**config.mk**
```make
export PLATFORM = sky130hd
export DESIGN_NAME = fifo_readers_writer_lock_core
export DESIGN_NICKNAME = d
export VERILOG_FILES = /design/src/design/rwl_pkg.sv /design/src/design/fifo_readers_writer_lock_core.sv /design/src/design/rwl_queue_ram.sv
export SDC_FILE = /design/constraint.sdc
export NUM_CORES = 1
export LEC_CHECK = 0
export BUFFER_PORTS_ARGS = -buffer_cell sky130_fd_sc_hd__buf_2
export CAP_MARGIN = 10
export CORE_MARGIN = 1.5
export CORE_UTILIZATION = 62
export CTS_CLUSTER_DIAMETER = 150
export DETAILED_ROUTE_END_ITERATION = 8
export PLACE_DENSITY = 0.8
export SYNTH_ARGS = -nofsm -noshare
export SYNTH_HDL_FRONTEND = slang
export SYNTH_SLANG_ARGS = --single-unit
export TNS_END_PERCENT = 10
```
**constraint.sdc**
```tcl
create_clock -name clk -period 3.5 [get_ports clk]
set_input_delay 0.175 -clock clk [delete_from_list [all_inputs] [get_ports clk]]
set_output_delay 0.175 -clock clk [all_outputs]
set_load 0.1 [all_outputs]
```
**src/design/rwl_pkg.sv**
```systemverilog
// Shared constants, types and helpers for the readers-writer lock manager.
package rwl_pkg;

    localparam int QUEUE_DEPTH     = 16;
    localparam int REQUESTER_COUNT = 64;

    localparam int AGENT_W   = 6;
    localparam int READERS_W = 7;
    localparam int QW        = (QUEUE_DEPTH > 1) ? $clog2(QUEUE_DEPTH) : 1;
    localparam int CW        = $clog2(QUEUE_DEPTH + 1);

    localparam logic [READERS_W-1:0] READER_MAX = 7'd127;

    typedef enum logic [1:0] {
        OP_START_READ  = 2'd0,
        OP_END_READ    = 2'd1,
        OP_START_WRITE = 2'd2,
        OP_END_WRITE   = 2'd3
    } opcode_t;

    typedef enum logic [1:0] {
        ST_GRANTED  = 2'd0,
        ST_QUEUED   = 2'd1,
        ST_RELEASED = 2'd2,
        ST_REJECTED = 2'd3
    } status_t;

    typedef struct packed {
        logic               writer;
        logic [AGENT_W-1:0] agent;
    } entry_t;

    typedef struct packed {
        logic          en;
        logic [QW-1:0] addr;
        entry_t        data;
    } qwr_t;

    function automatic logic [QW-1:0] ptr_inc(input logic [QW-1:0] p);
        logic [QW-1:0] r;
        if (p == QW'(QUEUE_DEPTH - 1))
            r = '0;
        else
            r = p + 1'b1;
        return r;
    endfunction

endpackage

```
**src/design/fifo_readers_writer_lock_core.sv**
```systemverilog
// Readers-writer lock manager with a FIFO wait queue: top level.
//
// Requests enter on the s_ channel (opcode, requester); results leave on the
// m_ channel, one transfer per result. Every request yields an acknowledgement
// (granted, queued, released or rejected), followed by one granted result per
// requester woken from the queue; tlast marks the final result of a request.
// The acknowledgement is registered and appears the cycle after the request
// transfer. Wake-ups follow at one per cycle while the receiver takes them, for
// 0 to QUEUE_DEPTH woken requesters per request; the queue RAM with its two
// registered read ports (head and head+1) sets that pace.
// A new request is taken once the output register is empty or its result is
// taken in the same cycle, and never while wake-ups are still pending.
// When the receiver stalls, the output register holds, wake-ups pause and
// s_tready stays low.
// Reset clears the reader count, writer flag and queue pointers; the queue
// RAM is not cleared, as only occupied entries are ever read.
module fifo_readers_writer_lock_core
    import rwl_pkg::*;
(
    input  logic       clk,
    input  logic       rst_n,
    input  logic       s_tvalid,
    output logic       s_tready,
    input  logic [7:0] s_tdata,   // [1:0] opcode, [7:2] requester
    output logic       m_tvalid,
    input  logic       m_tready,
    output logic [7:0] m_tdata,   // [5:0] agent, [7:6] status
    output logic [0:0] m_tuser,   // [0] access_kind
    output logic       m_tlast
);

    typedef enum logic {
        S_IDLE,
        S_WAKE
    } state_t;

    state_t                state_reg,   state_next;
    logic [READERS_W-1:0]  readers_reg, readers_next;
    logic                  writer_reg,  writer_next;
    logic [QW-1:0]         head_reg,    head_next;
    logic [CW-1:0]         count_reg,   count_next;
    logic                  run_reg,     run_next;
    logic                  m_tvalid_reg, m_tvalid_next;
    logic [AGENT_W-1:0]    agent_reg,   agent_next;
    logic                  kind_reg,    kind_next;
    status_t               status_reg,  status_next;
    logic                  last_reg,    last_next;

    qwr_t                  wr;
    entry_t                head_entry;
    entry_t                next_entry;
    logic [CW:0]           tail_sum;
    logic [QW-1:0]         tail_addr;
    opcode_t               op;
    logic [AGENT_W-1:0]    requester;
    logic                  out_free;
    logic                  wake_last;

    assign op        = opcode_t'(s_tdata[1:0]);
    assign requester = s_tdata[7:2];
    assign out_free  = !m_tvalid_reg || m_tready;
    assign s_tready  = (state_reg == S_IDLE) && out_free;

    assign tail_sum  = (CW+1)'(head_reg) + (CW+1)'(count_reg);
    assign tail_addr = QW'((tail_sum >= (CW+1)'(QUEUE_DEPTH)) ?
                           (tail_sum - (CW+1)'(QUEUE_DEPTH)) : tail_sum);

    assign wake_last = !run_reg || head_entry.writer ||
                       (count_reg == CW'(1)) || next_entry.writer;

    rwl_queue_ram u_ram (
        .clk      (clk),
        .wr       (wr),
        .rd_addr0 (head_next),
        .rd_addr1 (ptr_inc(head_next)),
        .rd_data0 (head_entry),
        .rd_data1 (next_entry)
    );

    always_comb
    begin
        state_next    = state_reg;
        readers_next  = readers_reg;
        writer_next   = writer_reg;
        head_next     = head_reg;
        count_next    = count_reg;
        run_next      = run_reg;
        m_tvalid_next = m_tvalid_reg && !m_tready;
        agent_next    = agent_reg;
        kind_next     = kind_reg;
        status_next   = status_reg;
        last_next     = last_reg;
        wr            = '0;

        unique case (state_reg)
            S_IDLE:
            begin
                if (s_tvalid && s_tready)
                begin
                    m_tvalid_next = 1'b1;
                    agent_next    = requester;
                    kind_next     = op[1];
                    status_next   = ST_REJECTED;
                    last_next     = 1'b1;
                    if (int'(requester) >= REQUESTER_COUNT)
                    begin
                        status_next = ST_REJECTED;
                    end
                    else
                    begin
                        unique case (op)
                            OP_START_READ:
                            begin
                                if (writer_reg || (count_reg != '0))
                                begin
                                    if (count_reg != CW'(QUEUE_DEPTH))
                                    begin
                                        wr.en       = 1'b1;
                                        wr.addr     = tail_addr;
                                        wr.data     = '{writer: 1'b0, agent: requester};
                                        count_next  = count_reg + 1'b1;
                                        status_next = ST_QUEUED;
                                    end
                                end
                                else if (readers_reg != READER_MAX)
                                begin
                                    readers_next = readers_reg + 1'b1;
                                    status_next  = ST_GRANTED;
                                end
                            end
                            OP_END_READ:
                            begin
                                if (readers_reg != '0)
                                begin
                                    readers_next = readers_reg - 1'b1;
                                    status_next  = ST_RELEASED;
                                    if ((readers_reg == READERS_W'(1)) && (count_reg != '0))
                                    begin
                                        last_next  = 1'b0;
                                        run_next   = 1'b0;
                                        state_next = S_WAKE;
                                    end
                                end
                            end
                            OP_START_WRITE:
                            begin
                                if (writer_reg || (readers_reg != '0))
                                begin
                                    if (count_reg != CW'(QUEUE_DEPTH))
                                    begin
                                        wr.en       = 1'b1;
                                        wr.addr     = tail_addr;
                                        wr.data     = '{writer: 1'b1, agent: requester};
                                        count_next  = count_reg + 1'b1;
                                        status_next = ST_QUEUED;
                                    end
                                end
                                else
                                begin
                                    writer_next = 1'b1;
                                    status_next = ST_GRANTED;
                                end
                            end
                            OP_END_WRITE:
                            begin
                                if (writer_reg)
                                begin
                                    writer_next = 1'b0;
                                    status_next = ST_RELEASED;
                                    if (count_reg != '0)
                                    begin
                                        last_next  = 1'b0;
                                        run_next   = 1'b1;
                                        state_next = S_WAKE;
                                    end
                                end
                            end
                            default:
                            begin
                                status_next = ST_REJECTED;
                            end
                        endcase
                    end
                end
            end
            S_WAKE:
            begin
                if (out_free)
                begin
                    m_tvalid_next = 1'b1;
                    agent_next    = head_entry.agent;
                    kind_next     = head_entry.writer;
                    status_next   = ST_GRANTED;
                    last_next     = wake_last;
                    head_next     = ptr_inc(head_reg);
                    count_next    = count_reg - 1'b1;
                    if (head_entry.writer)
                        writer_next = 1'b1;
                    else if (readers_reg != READER_MAX)
                        readers_next = readers_reg + 1'b1;
                    if (wake_last)
                        state_next = S_IDLE;
                end
            end
            default:
            begin
                state_next = S_IDLE;
            end
        endcase
    end

    always_ff @(posedge clk or negedge rst_n)
    begin
        if (!rst_n)
        begin
            state_reg    <= S_IDLE;
            readers_reg  <= '0;
            writer_reg   <= 1'b0;
            head_reg     <= '0;
            count_reg    <= '0;
            run_reg      <= 1'b0;
            m_tvalid_reg <= 1'b0;
        end
        else
        begin
            state_reg    <= state_next;
            readers_reg  <= readers_next;
            writer_reg   <= writer_next;
            head_reg     <= head_next;
            count_reg    <= count_next;
            run_reg      <= run_next;
            m_tvalid_reg <= m_tvalid_next;
        end
    end

    always_ff @(posedge clk)
    begin
        agent_reg  <= agent_next;
        kind_reg   <= kind_next;
        status_reg <= status_next;
        last_reg   <= last_next;
    end

    assign m_tvalid   = m_tvalid_reg;
    assign m_tdata    = {status_reg, agent_reg};
    assign m_tuser[0] = kind_reg;
    assign m_tlast    = last_reg;

endmodule

```
**src/design/rwl_queue_ram.sv**
```systemverilog
// Wait queue storage: one write port, two registered read ports with write forwarding.
module rwl_queue_ram
    import rwl_pkg::*;
(
    input  logic          clk,
    input  qwr_t          wr,
    input  logic [QW-1:0] rd_addr0,
    input  logic [QW-1:0] rd_addr1,
    output entry_t        rd_data0,
    output entry_t        rd_data1
);

    entry_t mem [QUEUE_DEPTH];
    entry_t rd_data0_reg;
    entry_t rd_data1_reg;

    always_ff @(posedge clk)
    begin
        if (wr.en)
        begin
            mem[wr.addr] <= wr.data;
        end
        if (wr.en && (wr.addr == rd_addr0))
            rd_data0_reg <= wr.data;
        else
            rd_data0_reg <= mem[rd_addr0];
        if (wr.en && (wr.addr == rd_addr1))
            rd_data1_reg <= wr.data;
        else
            rd_data1_reg <= mem[rd_addr1];
    end

    assign rd_data0 = rd_data0_reg;
    assign rd_data1 = rd_data1_reg;

endmodule

```
[Word level (Yosys, flattened, before mapping)]
Memory sizes are Yosys's and may differ from the RTL's. A register that Yosys moved wholly into a read port is not among the register bits.
Index checks and enable logic that the tools add are counted.
W data, S select, Z words.
Word-level totals
  flip-flop bits (word level): 30
  bits in latches: 0
  memory bits (writable): 112
  memory bits (read-only): 0
  output and inout bits: 12
  word-level logic and storage cells: 145
  memories kept: 1
Cells by class
  $add $sub $neg: 8
  multiply operators: 0
  divide/modulo/power cells: 0
  order comparisons: 1
  equality and inequality tests: 25
  shift operators: 0
  muxes and demuxes: 76
  bitwise gates (word level): 1
  reductions and logical operators: 22
Memories
  u_ram.mem: words 16, width 7, read ports 2, clocked after Yosys merged registers in 2, wr ports 1, RTL line rwl_queue_ram.sv:13  | entry_t mem [QUEUE_DEPTH];
Operator list (count)
  $mux W12: 6
  $mux W7: 6
  $mux W1: 29
  $pmux W7 S2: 2
  $mux W5: 5
  $pmux W12 S2: 1
  $mux W4: 5
  $pmux W5 S2: 2
  $pmux W1 S2: 9
  $ne A3 B3 Y1 const B: 5
  $mux W2: 6
  $mux W6: 2
  $pmux W6 S2: 1
  $ne A2 B2 Y1 const B: 5
  $reduce_and A5 Y1: 2
  $ne A3 B1 Y1 const B: 3
  $add A4 B1 Y4 const B: 2
  $eq A4 B4 Y1 const B: 2
  $pmux W2 S4: 1
  $add A7 B1 Y7 const B: 1
  $eq A7 B1 Y1 const B: 1
  $ne A7 B7 Y1 const B: 1
  $reduce_and A7 Y1: 1
  $reduce_bool A7 Y1: 1
  21 further kinds: 34

[Logic depth before layout (Yosys ltp)]
Gate-level depths: netlist (run 1).
  depth after elaboration: 10
  mapped depth: 8
  depth with buffers taken out: 7

[Modules after synthesis]
Synthesis (run 1) repeated with hierarchy kept, for this count alone.
Second synthesis, totals
  cell total of the unflattened synthesis: 480
  area, all modules: 7514.7 um2
By module, submodules not included
  rwl_queue_ram: times used 1, cells an instance 265, area each 5437.7 um2, sequential area each 3523.4 um2
  fifo_readers_writer_lock_core: times used 1, cells an instance 215, area each 2077.0 um2, sequential area each 800.8 um2

[Least setup slack after synthesis (run 1)]
OpenSTA, ideal clock, no wires.
  kind: reg2reg
  start point: register m_tvalid_reg, in the netlist m_tvalid
  end point: memory u_ram.mem[12][0] (netlist bit) (enable)
  library setup time: 360 ps
  data arrival time: 3459 ps
  data required time: 3140 ps
  slack: -319 ps
  cell stages (with the launch flop): 7
  path buffers: 1
  path through: dfrtp_1 > nor2b_1 > nor2_1 > and3_1 > clkbuf_1 > nand4_1 > nor2_1
Between the ends
  cells in the longest elaborated chain, start to end: 8
RTL lines
  start, declared: RTL line fifo_readers_writer_lock_core.sv:43  | logic m_tvalid_reg, m_tvalid_next;
  start signal, assigned: RTL line fifo_readers_writer_lock_core.sv:232  | m_tvalid_reg <= m_tvalid_next;
  $logic_not A1 Y1 *: RTL line fifo_readers_writer_lock_core.sv:61  | assign out_free = !m_tvalid_reg || m_tready;
  $logic_or A1 B1 Y1 *: RTL line fifo_readers_writer_lock_core.sv:61
  $logic_and A1 B1 Y1 *: RTL line fifo_readers_writer_lock_core.sv:62  | assign s_tready = (state_reg == S_IDLE) && out_free;
  named net s_tready: RTL line fifo_readers_writer_lock_core.sv:23  | output logic s_tready,
  $logic_and A1 B1 Y1 *: RTL line fifo_readers_writer_lock_core.sv:98  | if (s_tvalid && s_tready)
  $mux W12 *: RTL line fifo_readers_writer_lock_core.sv:98
  $mux W12 *: RTL line fifo_readers_writer_lock_core.sv:95  | unique case (state_reg)
  $mux W1: RTL line rwl_queue_ram.sv:19  | if (wr.en)
  $mux W1 (not written as such): RTL line rwl_queue_ram.sv:21  | mem[wr.addr] <= wr.data;
  end, declared: RTL line rwl_queue_ram.sv:13
The timed path passes the listed nets; every way through them passes the cells marked *.

[Final worst setup path (run 1)]
  start point: register count_reg[0]
  end point: memory u_ram.mem[9][2] (netlist bit) (enable)
Between the ends
  cells in the longest elaborated chain, start to end: 8
  elaborated cells between the ends (all ways): 16
RTL lines
  start, declared: RTL line fifo_readers_writer_lock_core.sv:41  | logic [CW-1:0] count_reg, count_next;
  start signal, assigned: RTL line fifo_readers_writer_lock_core.sv:230  | count_reg <= count_next;
  $add A4 B5 Y6 (tied with other cells): RTL line fifo_readers_writer_lock_core.sv:64  | assign tail_sum = (CW+1)'(head_reg) + (CW+1)'(count_reg);
  $ge A6 B5 Y1 (tied with other cells): RTL line fifo_readers_writer_lock_core.sv:65  | assign tail_addr = QW'((tail_sum >= (CW+1)'(QUEUE_DEPTH)) ?
  $mux W4 (tied with other cells): RTL line fifo_readers_writer_lock_core.sv:65
  $mux W12 (tied with other cells): RTL line fifo_readers_writer_lock_core.sv:149  | if (count_reg != CW'(QUEUE_DEPTH))
  $mux W12 (on tied branches): RTL line fifo_readers_writer_lock_core.sv:147, fifo_readers_writer_lock_core.sv:98, fifo_readers_writer_lock_core.sv:114
  $pmux W12 S2 *: RTL line fifo_readers_writer_lock_core.sv:111  | unique case (op)
  $mux W12 *: RTL line fifo_readers_writer_lock_core.sv:98
  $mux W12 *: RTL line fifo_readers_writer_lock_core.sv:95
Mark *: on every way between the ends. The rest lies on a longest branch, timed or not.

==> run summary, run 1 <==
Status -> completed
Complex-gate fraction of the synthesized area -> 5.99%
Warnings from Yosys -> 0
Area of all placed cells without fillers -> 7620 sq um
Post-synthesis to final-layout area growth -> 13.3%
Min Clock Period, post-route -> 3010 ps
Max IR drop VDD -> 0.527 mV
Multiplexer area fraction after synthesis -> 14.7%
Nets -> 486
Vias in the first global route -> 3996
DRT Wirelength -> 15.4 mm
Total clock sinks -> 150
Critical path arrival -> 3180 ps
XOR/XNOR Fraction of Synth Area -> 1.69%
Number of hold violations in the final report -> 0
Die span in y -> 107 um
CTS resizes -> 0
Slew at the pin closest to its max-slew limit -> 959 ps
Main synth FF type -> sky130_fd_sc_hd__edfxtp_1
Vias per cell -> 6.87
Number of setup violations in the final report -> 0
Endpoint type of the worst setup path -> register
Starting density of the core -> 64.5%
Site Rows -> 37
Post-Syn Instances -> 424
Die X-Extent -> 107 um
Top cell types by occurrence after synthesis -> sky130_fd_sc_hd__edfxtp_1, sky130_fd_sc_hd__mux4_2, sky130_fd_sc_hd__nor2_1
Max-cap check violation count -> 0
Total die area -> 11500 sq um
Biggest area contributors in the synthesized netlist -> sky130_fd_sc_hd__edfxtp_1, sky130_fd_sc_hd__mux4_2, sky130_fd_sc_hd__dfrtp_1
Adder-cell area share of the yosys netlist -> 2.72%
Worst path max stage delay -> 640 ps
Worst hold path class -> input pin to register
Setup repair after global routing missed its margin -> no
Clock skew after layout -> 9.87 ps
Post-synth top area cell -> sky130_fd_sc_hd__edfxtp_1
Setup fix buffers added after clock tree synthesis -> 0
Power Density -> 744 nW/um^2
Clk buf depth -> 2
Number of flops mapped to enable cells by yosys -> 122
Detailed placement HPWL -> 9.76 mm
Fraction of the yosys area taken by sequential cells -> 64.3%
Number of library cell types mapped by synthesis -> 53
Netlist Area Pre-Place -> 6720 sq um
Crit path max-delay cell type -> sky130_fd_sc_hd__nor2_1
Max Clock Freq -> 0.332 GHz
Final Worst Setup Slack -> 485 ps
Simple-gate portion of the synthesized area -> 8.56%
Number of buffers inserted during clock tree synthesis -> 17
Async S/R FF share, synth -> 13.3%
DR pass1 iterations -> 6
Hold-fix buffers at CTS -> 8
DRT antenna net count -> 0
Post-synth net total -> 450
Proportion of netlist area held by the largest area contributor -> 54.5%
Overall overflow remaining after global route -> 0
Wire length of the first global-routing pass -> 23.4 mm
Worst Setup Start Kind -> register
Top-count cell post-synth -> sky130_fd_sc_hd__edfxtp_1
Average size of a mapped cell -> 15.9 sq um
Antenna violations before repair -> 1
Total leakage power -> 2.65 nW
Normalized max-slew margin -> 35.2%
Share of layout cells above drive strength 1 -> 24.1%
Critical Path, Cell by Cell -> inv_1, ha_1, nor3b_1, a21oi_1, buf_4, and3_1, nand4_1, nor2_1
Core Area -> 10400 sq um
Dominant combinational cell family by area after synthesis -> multiplexers
Worst EP required -> 3670 ps
Worst reg2reg setup slack -> 490 ps
Initial DRC count -> 529
Clk slew on worst S/H paths -> 70 ps
Routed length per instance -> 25.2 um
CP bufs+invs -> 2
Total of flip-flops plus latches after synthesis -> 150
Maximum number of pins on one net before global-route repair -> 26
Post-layout power -> 5.67 mW
Detailed-route DRC error count -> 0
Number of cells in the finished layout apart from fillers -> 610
Post-Place Setup Slack -> 558 ps
Latest clock arrival within the worst-skew pair -> 540 ps
Setup tns final -> 0 ps
Kind of cell adding the most delay to the critical path -> simple AND/OR/NAND/NOR gates
DP Area -> 6970 sq um
Total Routing Usage GR -> 29.0%
Depth of the CTS H-tree -> 4
Period Utilization, post-route -> 86.1%
Number of flip-flops under the largest register name -> 112
Maximum fanout count along the critical path -> 11
Placed Instances -> 568
TritonCTS clock tree -> built
Clock tree root driver cell -> sky130_fd_sc_hd__clkbuf_8
Max-slew violation count -> 0
Count of buffers inserted at the top-level ports -> 23
Count of vias placed by the detailed router -> 4190
Ports placed on the boundary -> 24
Worst Path Class, Setup -> register to register
Final Wtd Congestion -> 0.866
-- cell families (layout without fill, tap and decap cells) --
logic type	after synthesis	count (layout)
AO/OA/AOI/OAI	55	55
XOR/XNOR	13	13
adder cells (fa/ha/maj)	14	14
buffers and inverters	34	83
flip-flops	150	150
multiplexers	48	48
other	0	1
AND/OR/NAND/NOR	110	110
-- final timing paths --
check	start	end	cells past startpoint
max	count_reg[0]	u_ram.mem[9][2]	8
min	s_tdata[0]	status_reg[1]	3
max reg2reg	count_reg[0]	u_ram.mem[9][2]	8
min reg2reg	readers_reg[5]	readers_reg[5]	1
max in group asynchronous	rst_n	count_reg[0]	2
min in group asynchronous	rst_n	readers_reg[6]	2
-- per-stage QoR --
step / hold WS [ps] / util, %
after floorplan: -121 / -
after global placement: 150 / 66.9
after detailed placement: 160 / 66.9
after CTS: 0.763 / 73.0
after global routing: 88.3 / 73.1
final: 101 / 73.2
-- layout make-up --
type | count | area, sq um
sequential | 150 | 4320
fill | 599 | 2800
multi-input combinational | 240 | 2270
clock buffer | 18 | 418
timing repair buffer | 38 | 250
tap | 136 | 170
clock inverter | 14 | 138
inverter | 13 | 48.8
antenna | 1 | 2.50
-- cells in the final DEF (no fill, tap or decap), types with 9 or more instances in the layout --
cell type | Yosys | final
sky130_fd_sc_hd__nand2_1 | 16 | 16
sky130_fd_sc_hd__xnor2_1 | 9 | 9
sky130_fd_sc_hd__clkbuf_16 | 0 | 16
sky130_fd_sc_hd__inv_1 | 13 | 13
sky130_fd_sc_hd__and3_1 | 12 | 12
sky130_fd_sc_hd__buf_2 | 4 | 23
sky130_fd_sc_hd__nor2_1 | 33 | 32
sky130_fd_sc_hd__nand4_1 | 9 | 9
sky130_fd_sc_hd__mux4_2 | 40 | 40
sky130_fd_sc_hd__dfrtp_1 | 20 | 20
sky130_fd_sc_hd__edfxtp_1 | 122 | 122
sky130_fd_sc_hd__a21oi_1 | 10 | 10
sky130_fd_sc_hd__dlygate4sd3_1 | 0 | 9
sky130_fd_sc_hd__ha_1 | 13 | 13
-- metal layers --
layer	track usage (%)	part of all wire [%]
met3	9.36	12
met1	40.5	38
met4	10.8	2.6
met5	0	0
met2	43.2	47
-- worst reg2reg max path, delay by kind of cell (launching register included) --
family,cells,cell delay [ps]
AO/OA/AOI/OAI,1,160
adder cells (fa/ha/maj),1,240
buffers and inverters,2,350
flip-flops,1,470
AND/OR/NAND/NOR,4,1420
-- report_power, final --
part | internal (mW) | leakage, nW | switching [mW]
Sequential | 2.12 | 1.44 | 0.201
Combinational | 0.692 | 0.943 | 0.898
Clock | 0.964 | 0.269 | 0.790
(Power assumes the default switching activity.)
==> run 2: changes to the inputs <==
Settings changed: CELL_PAD_IN_SITES_DETAIL_PLACEMENT from default to 1, CELL_PAD_IN_SITES_GLOBAL_PLACEMENT from default to 1, CORE_UTILIZATION 62 to 53, PLACE_DENSITY 0.8 to default, PLACE_DENSITY_LB_ADDON from default to 0.1, SETUP_SLACK_MARGIN from default to 0.1.
==> run summary, run 2 (synthesized netlist as in run 1, its figures left out) <==
Detailed placement HPWL -> 11.7 mm (+20%)
Count of vias placed by the detailed router -> 4029 (-3.8%)
Overall overflow remaining after global route -> 0 (unchanged)
Share of total power in the clock network -> 29.8% (-1.1 points)
Setup repair after global routing missed its margin -> no
Critical R2R Capture -> u_ram.mem[2][1]
DRT antenna net count -> 0 (unchanged)
Detailed-route DRC error count -> 0 (unchanged)
Starting density of the core -> 55.1% (-9.5 points)
Routed length per instance -> 26.5 um (+5.4%)
DR pass1 iterations -> 5 (-1)
Ant. Diodes -> 0 (-1)
Period Utilization, post-route -> 86.4% (+0.31 points)
Number of cells in the finished layout apart from fillers -> 634 (+3.9%)
Fillers -> 1133 (+89%)
Setup tns final -> 0 ps (unchanged)
Number of hold violations in the final report -> 0 (unchanged)
Post-Place Setup Slack -> 547 ps (-10.5 ps)
Site Rows -> 40 (+8.1%)
Max IR drop VDD -> 0.576 mV (+9.2%)
Number of flip-flops under the largest register name -> 112 (unchanged)
Clock tree root driver cell -> sky130_fd_sc_hd__clkbuf_16
Hold Path Cell Cnt -> 2 (-1)
Count of buffers inserted at the top-level ports -> 23 (unchanged)
Wire length of the first global-routing pass -> 25.6 mm (+9.7%)
Critical R2R Launch -> count_reg[0]
Status -> completed
Total Routing Usage GR -> 27.8% (-1.3 points)
Max-slew violation count -> 0 (unchanged)
Post-layout power -> 5.64 mW (-0.56%)
Total die area -> 13400 sq um (+16%)
Number of setup violations in the final report -> 0 (unchanged)
Worst Path Class, Setup -> register to register
Area of all placed cells without fillers -> 7570 sq um (-0.64%)
Total leakage power -> 2.61 nW (-1.3%)
Clk slew on worst S/H paths -> 60 ps (about the same)
Power Density -> 745 nW/um^2 (about the same)
Total clock sinks -> 150 (unchanged)
Met2 routed WL -> 8.25 mm (+14%)
Antenna violations before repair -> 0 (-1)
Core Area -> 12200 sq um (+17%)
Number of buffers inserted during clock tree synthesis -> 17 (unchanged)
Die X-Extent -> 116 um (+7.9%)
Maximum fanout count along the critical path -> 11 (unchanged)
Max Clock Freq -> 0.331 GHz (-0.36%)
End point of the most critical hold path -> m_tvalid
Final Worst Setup Slack -> 474 ps (-11.0 ps)
DP Area -> 7020 sq um (+0.70%)
Worst Setup Start Kind -> register
Top library cells by usage in the layout, fill and taps aside -> sky130_fd_sc_hd__edfxtp_1, sky130_fd_sc_hd__mux4_2, sky130_fd_sc_hd__nor2_1
DRT Wirelength -> 16.8 mm (+9.6%)
Vias in the first global route -> 4098 (+2.6%)
Critical path arrival -> 3080 ps (-100 ps)
Post-synthesis to final-layout area growth -> 12.6%
Clock skew after layout -> 8.35 ps (-1.52 ps)
R2R cell count -> 8 (unchanged)
Final Wtd Congestion -> 0.798 (-7.9%)
Portion of total power attributed to sequential cells -> 41.6% (+0.6 points)
Relative contribution of combinational cells to total power -> 28.6% (+0.5 points)
Worst hold path class -> input pin to register
Clk buf depth -> 2 (unchanged)
Worst reg2reg setup slack -> 470 ps (about the same)
Placed Instances -> 601 (+5.8%)
Max-cap check violation count -> 0 (unchanged)
Depth of the CTS H-tree -> 4 (unchanged)
Fraction of power spent switching nets -> 32.7% (-0.59 points)
Endpoint type of the worst setup path -> register
Share of layout cells above drive strength 1 -> 24.5% (+0.36 points)
Die span in y -> 116 um (+7.9%)
Min Clock Period, post-route -> 3030 ps (+11.0 ps)
Most common cell after layout, fill and taps aside -> sky130_fd_sc_hd__edfxtp_1
Maximum number of pins on one net before global-route repair -> 26 (unchanged)
Worst EP required -> 3550 ps (-120 ps)
Switching power of the nets -> 1.84 mW (-2.3%)
Met3 routed wirelength -> 1.01 mm (-45%)
Normalized max-slew margin -> 28.6% (-6.6 points)
Slew at the pin closest to its max-slew limit -> 1060 ps (+100 ps)
Hold Crit Start -> s_tvalid
Latest clock arrival within the worst-skew pair -> 430 ps (-110 ps)
TritonCTS clock tree -> built
Initial DRC count -> 520 (-1.7%)
Vias per cell -> 6.35 (-7.5%)
Max layer used -> met4
Internal power consumption -> 3.79 mW (+0.33%)
Ports placed on the boundary -> 24 (unchanged)
Nets -> 479 (-1.4%)
Detailed-route wire length on metal 1 -> 7.15 mm (+21%)
-- run 2: changes by cell type in the layout (fill, tap and decap cells not counted), sizes merged --
cell,previous run,this run
clkinv,3,8
diode,1,0
inv,21,15
buf,29,30
clkbuf,18,19
dlygate4sd3,9,1
-- run 2: power groups by stage --
stage,Sequential [mW],Clock (mW),Combinational [mW]
floorplan,2.32,0,1.15
finish,2.34,1.68,1.61
global route,2.37,1.77,1.73
detailed placement,2.38,0,1.60
global placement,2.37,0,1.56
CTS,2.34,1.71,1.61
-- run 2: timing repair --
item                                   in CTS  in global routing
hold buffers                                1                  0
buffers inserted                            0                  0
endpoints found under the hold margin      20                  0
resized for setup                           0                  0
-- run 2: final cells by class --
type	instances	area [sq um]	share of cell area, %
clock buffers	19	433	5.72
inverters	13	48.8	0.645
repair buffers	31	178	2.35
multi-input cells	240	2270	30.0
well taps	168	210	2.78
clock inverters	13	108	1.42
flip-flops and latches	150	4330	57.1
-- run 2: per-stage QoR --
step / util (%) / hold WS, ps
2_1_floorplan: - / -121
3_3_place_gp: 57.5 / 176
3_5_place_dp: 57.5 / 181
4_1_cts: 62.0 / 59.9
5_1_grt: 62.0 / 99.7
6_report: 62.0 / 98.9
-- run 2: metal layers --
layer,vias to the layer above,GRT usage [%]
met5,-,0
met4,0,12.0
met3,31,5.60
met2,163,43.8
met1,2077,38.1
li1,1758,-
-- run 2: worst max-delay path by stage --
stage | from | end | depth (start not counted)
after global placement | count_reg[0] | u_ram.mem[2][4] | 8
after CTS | count_reg[0] | u_ram.mem[2][1] | 8
after floorplan | m_tvalid | u_ram.mem[12][0] | 6
after global routing | count_reg[0] | u_ram.mem[7][2] | 8
after detailed placement | count_reg[0] | u_ram.mem[2][4] | 8
final | count_reg[0] | u_ram.mem[2][1] | 8
-- run 2: critical path, stage by stage, from the launching register on --
cell                      delay, ps
sky130_fd_sc_hd__dfrtp_1        460
sky130_fd_sc_hd__inv_1          150
sky130_fd_sc_hd__ha_1           230
sky130_fd_sc_hd__nor3b_1        150
sky130_fd_sc_hd__a21oi_1        180
sky130_fd_sc_hd__buf_4          180
sky130_fd_sc_hd__and3_1         350
sky130_fd_sc_hd__nand4_1        260
sky130_fd_sc_hd__nor2_1         680
==> run 3: changes to the inputs <==
Settings changed: PLACE_DENSITY from default to 0.86, PLACE_DENSITY_LB_ADDON 0.1 to default.
==> run summary, run 3 (synthesized netlist as in run 1, its figures left out) <==
Placed Instances -> 599 (-0.33%)
Detailed-route DRC error count -> 0 (unchanged)
Worst hold path class -> input pin to register
Endpoint type of the worst setup path -> register
Wire length of the first global-routing pass -> 27.4 mm (+7.1%)
Vias in the first global route -> 4429 (+8.1%)
Die X-Extent -> 116 um (unchanged)
Slew at the pin closest to its max-slew limit -> 1030 ps (-25.2 ps)
Setup tns final -> 0 ps (unchanged)
Worst EP required -> 3550 ps (about the same)
Vias per cell -> 6.65 (+4.6%)
Met1 usage in global routing -> 37.3% (-0.83 points)
Power Density -> 771 nW/um^2 (+3.5%)
Setup repair after global routing missed its margin -> no
DR pass1 iterations -> 5 (unchanged)
Global-route layer with the greatest usage -> met2
Count of vias placed by the detailed router -> 4194 (+4.1%)
Met2 capacity usage during global routing -> 49.2% (+5.4 points)
Clk buf depth -> 2 (unchanged)
Number of flip-flops under the largest register name -> 112 (unchanged)
Detailed placement HPWL -> 11.7 mm (+0.22%)
TritonCTS clock tree -> built
Antenna violations before repair -> 0 (unchanged)
Period Utilization, post-route -> 90.8% (+4.4 points)
DRT antenna net count -> 0 (unchanged)
Maximum number of pins on one net before global-route repair -> 28 (+7.7%)
Share of layout cells above drive strength 1 -> 24.4% (-0.057 points)
Clock tree root driver cell -> sky130_fd_sc_hd__clkbuf_16
Final Worst Setup Slack -> 322 ps (-152 ps)
Clock skew after layout -> 14.0 ps (+5.61 ps)
Max-cap check violation count -> 0 (unchanged)
Number of hold violations in the final report -> 0 (unchanged)
Total leakage power -> 2.63 nW (+0.51%)
Number of cells in the finished layout apart from fillers -> 631 (-0.47%)
Core Area -> 12200 sq um (unchanged)
Number of setup violations in the final report -> 0 (unchanged)
Die span in y -> 116 um (unchanged)
Starting density of the core -> 55.1% (unchanged)
Ports placed on the boundary -> 24 (unchanged)
Site Rows -> 40 (unchanged)
CTS resizes -> 0 (unchanged)
Maximum fanout count along the critical path -> 11 (unchanged)
Initial DRC count -> 465 (-11%)
Total Routing Usage GR -> 29.5% (+1.8 points)
Max IR drop VDD -> 0.481 mV (-16%)
Global-route track usage on met3 -> 7.06% (+1.5 points)
Crit path max-delay cell type -> sky130_fd_sc_hd__nor2_1
Count of buffers inserted at the top-level ports -> 23 (unchanged)
Nets -> 477 (-0.42%)
Most common cell after layout, fill and taps aside -> sky130_fd_sc_hd__edfxtp_1
Max Clock Freq -> 0.315 GHz (-4.8%)
Number of buffers inserted during clock tree synthesis -> 17 (unchanged)
Latest clock arrival within the worst-skew pair -> 430 ps (about the same)
Ant. Diodes -> 0 (unchanged)
Critical path arrival -> 3230 ps (+150 ps)
Worst path max stage delay -> 670 ps (about the same)
Total die area -> 13400 sq um (unchanged)
Post-synthesis to final-layout area growth -> 13.1%
DRT Wirelength -> 18.2 mm (+8.4%)
Max-slew violation count -> 0 (unchanged)
Top library cells by usage in the layout, fill and taps aside -> sky130_fd_sc_hd__edfxtp_1, sky130_fd_sc_hd__mux4_2, sky130_fd_sc_hd__nor2_1
Worst Path Class, Setup -> register to register
Worst Setup Start Kind -> register
Status -> completed
Routed length per instance -> 28.9 um (+8.9%)
Clk slew on worst S/H paths -> 60 ps (about the same)
Critical Path, Cell by Cell -> inv_1, ha_1, nor3b_1, a21oi_1, buf_4, and3_1, nand4_1, nor2_1
Total clock sinks -> 150 (unchanged)
Post-Place Setup Slack -> 393 ps (-154 ps)
Final Wtd Congestion -> 0.854 (+7.0%)
Depth of the CTS H-tree -> 4 (unchanged)
Overall overflow remaining after global route -> 0 (unchanged)
Normalized max-slew margin -> 30.2% (+1.5 points)
Min Clock Period, post-route -> 3180 ps (+152 ps)
==> run 3: cell types whose count changed in the layout (fill, tap and decap cells not counted), moves of 2 or more <==
cell and change:
sky130_fd_sc_hd__clkbuf_1 -2, sky130_fd_sc_hd__inv_8 +2, sky130_fd_sc_hd__buf_4 -2, sky130_fd_sc_hd__clkinv_2 -4
sky130_fd_sc_hd__inv_6 +3
==> run 3: per-layer routing <==
| layer | part of all wire, % | vias up |
|---|---|---|
| li1 | - | 1747 |
| met3 | 7.1 | 41 |
| met5 | 0 | - |
| met2 | 51 | 237 |
| met4 | 3.1 | 0 |
| met1 | 38 | 2169 |
==> run 3: worst paths after layout <==
| path | start | endpoint | slack, ps | cells after the start |
|---|---|---|---|---|
| hold / removal | s_tvalid | m_tvalid | 90 | 2 |
| setup reg to reg | count_reg[1] | u_ram.mem[9][6] | 320 | 8 |
| max in group asynchronous | rst_n | head_reg[1] | 2900 | 2 |
| min in group asynchronous | rst_n | count_reg[0] | 260 | 2 |
| setup / recovery | count_reg[1] | u_ram.mem[9][6] | 320 | 8 |
| hold reg to reg | readers_reg[5] | readers_reg[5] | 550 | 1 |
==> run 3: worst max-delay path: cells and delay by family, from the launching register on <==
family / cells / cell delay, ps
AO/OA/AOI/OAI: 1 / 190
adder cells (fa/ha/maj): 1 / 250
buffers and inverters: 2 / 350
flip-flops: 1 / 480
AND/OR/NAND/NOR: 4 / 1540
==> run 3: power breakdown <==
group | switching [mW] | internal, mW | total, mW
Combinational | 0.988 | 0.692 | 1.68
Clock | 0.778 | 1.07 | 1.84
Sequential | 0.209 | 2.13 | 2.33
Total | 1.98 | 3.88 | 5.86
==> run 3: layout make-up <==
type | count | area (sq um)
multi-input combinational | 240 | 2270
timing repair buffer | 29 | 163
clock buffer | 17 | 425
tap | 168 | 210
inverter | 13 | 48.8
clock inverter | 14 | 164
fill | 1128 | 4610
sequential | 150 | 4320
==> run 3: timing repair <==
item	4_1_cts	5_1_grt
hold buffers	1	0
setup buffers	0	0
endpoints found under the hold margin	20	0
==> run 3: through the flow <==
stage / area [sq um] / hold slack [ps] / util (%) / total power [mW]
finish: 7600 / 91.0 / 62.3 / 5.86
global route: 7600 / 75.2 / 62.3 / 6.04
CTS: 7600 / 63.5 / 62.3 / 5.85
detailed placement: 7000 / 167 / 57.4 / 3.95
global placement: 7000 / 163 / 57.4 / 3.83
floorplan: 6730 / -121 / - / 3.47
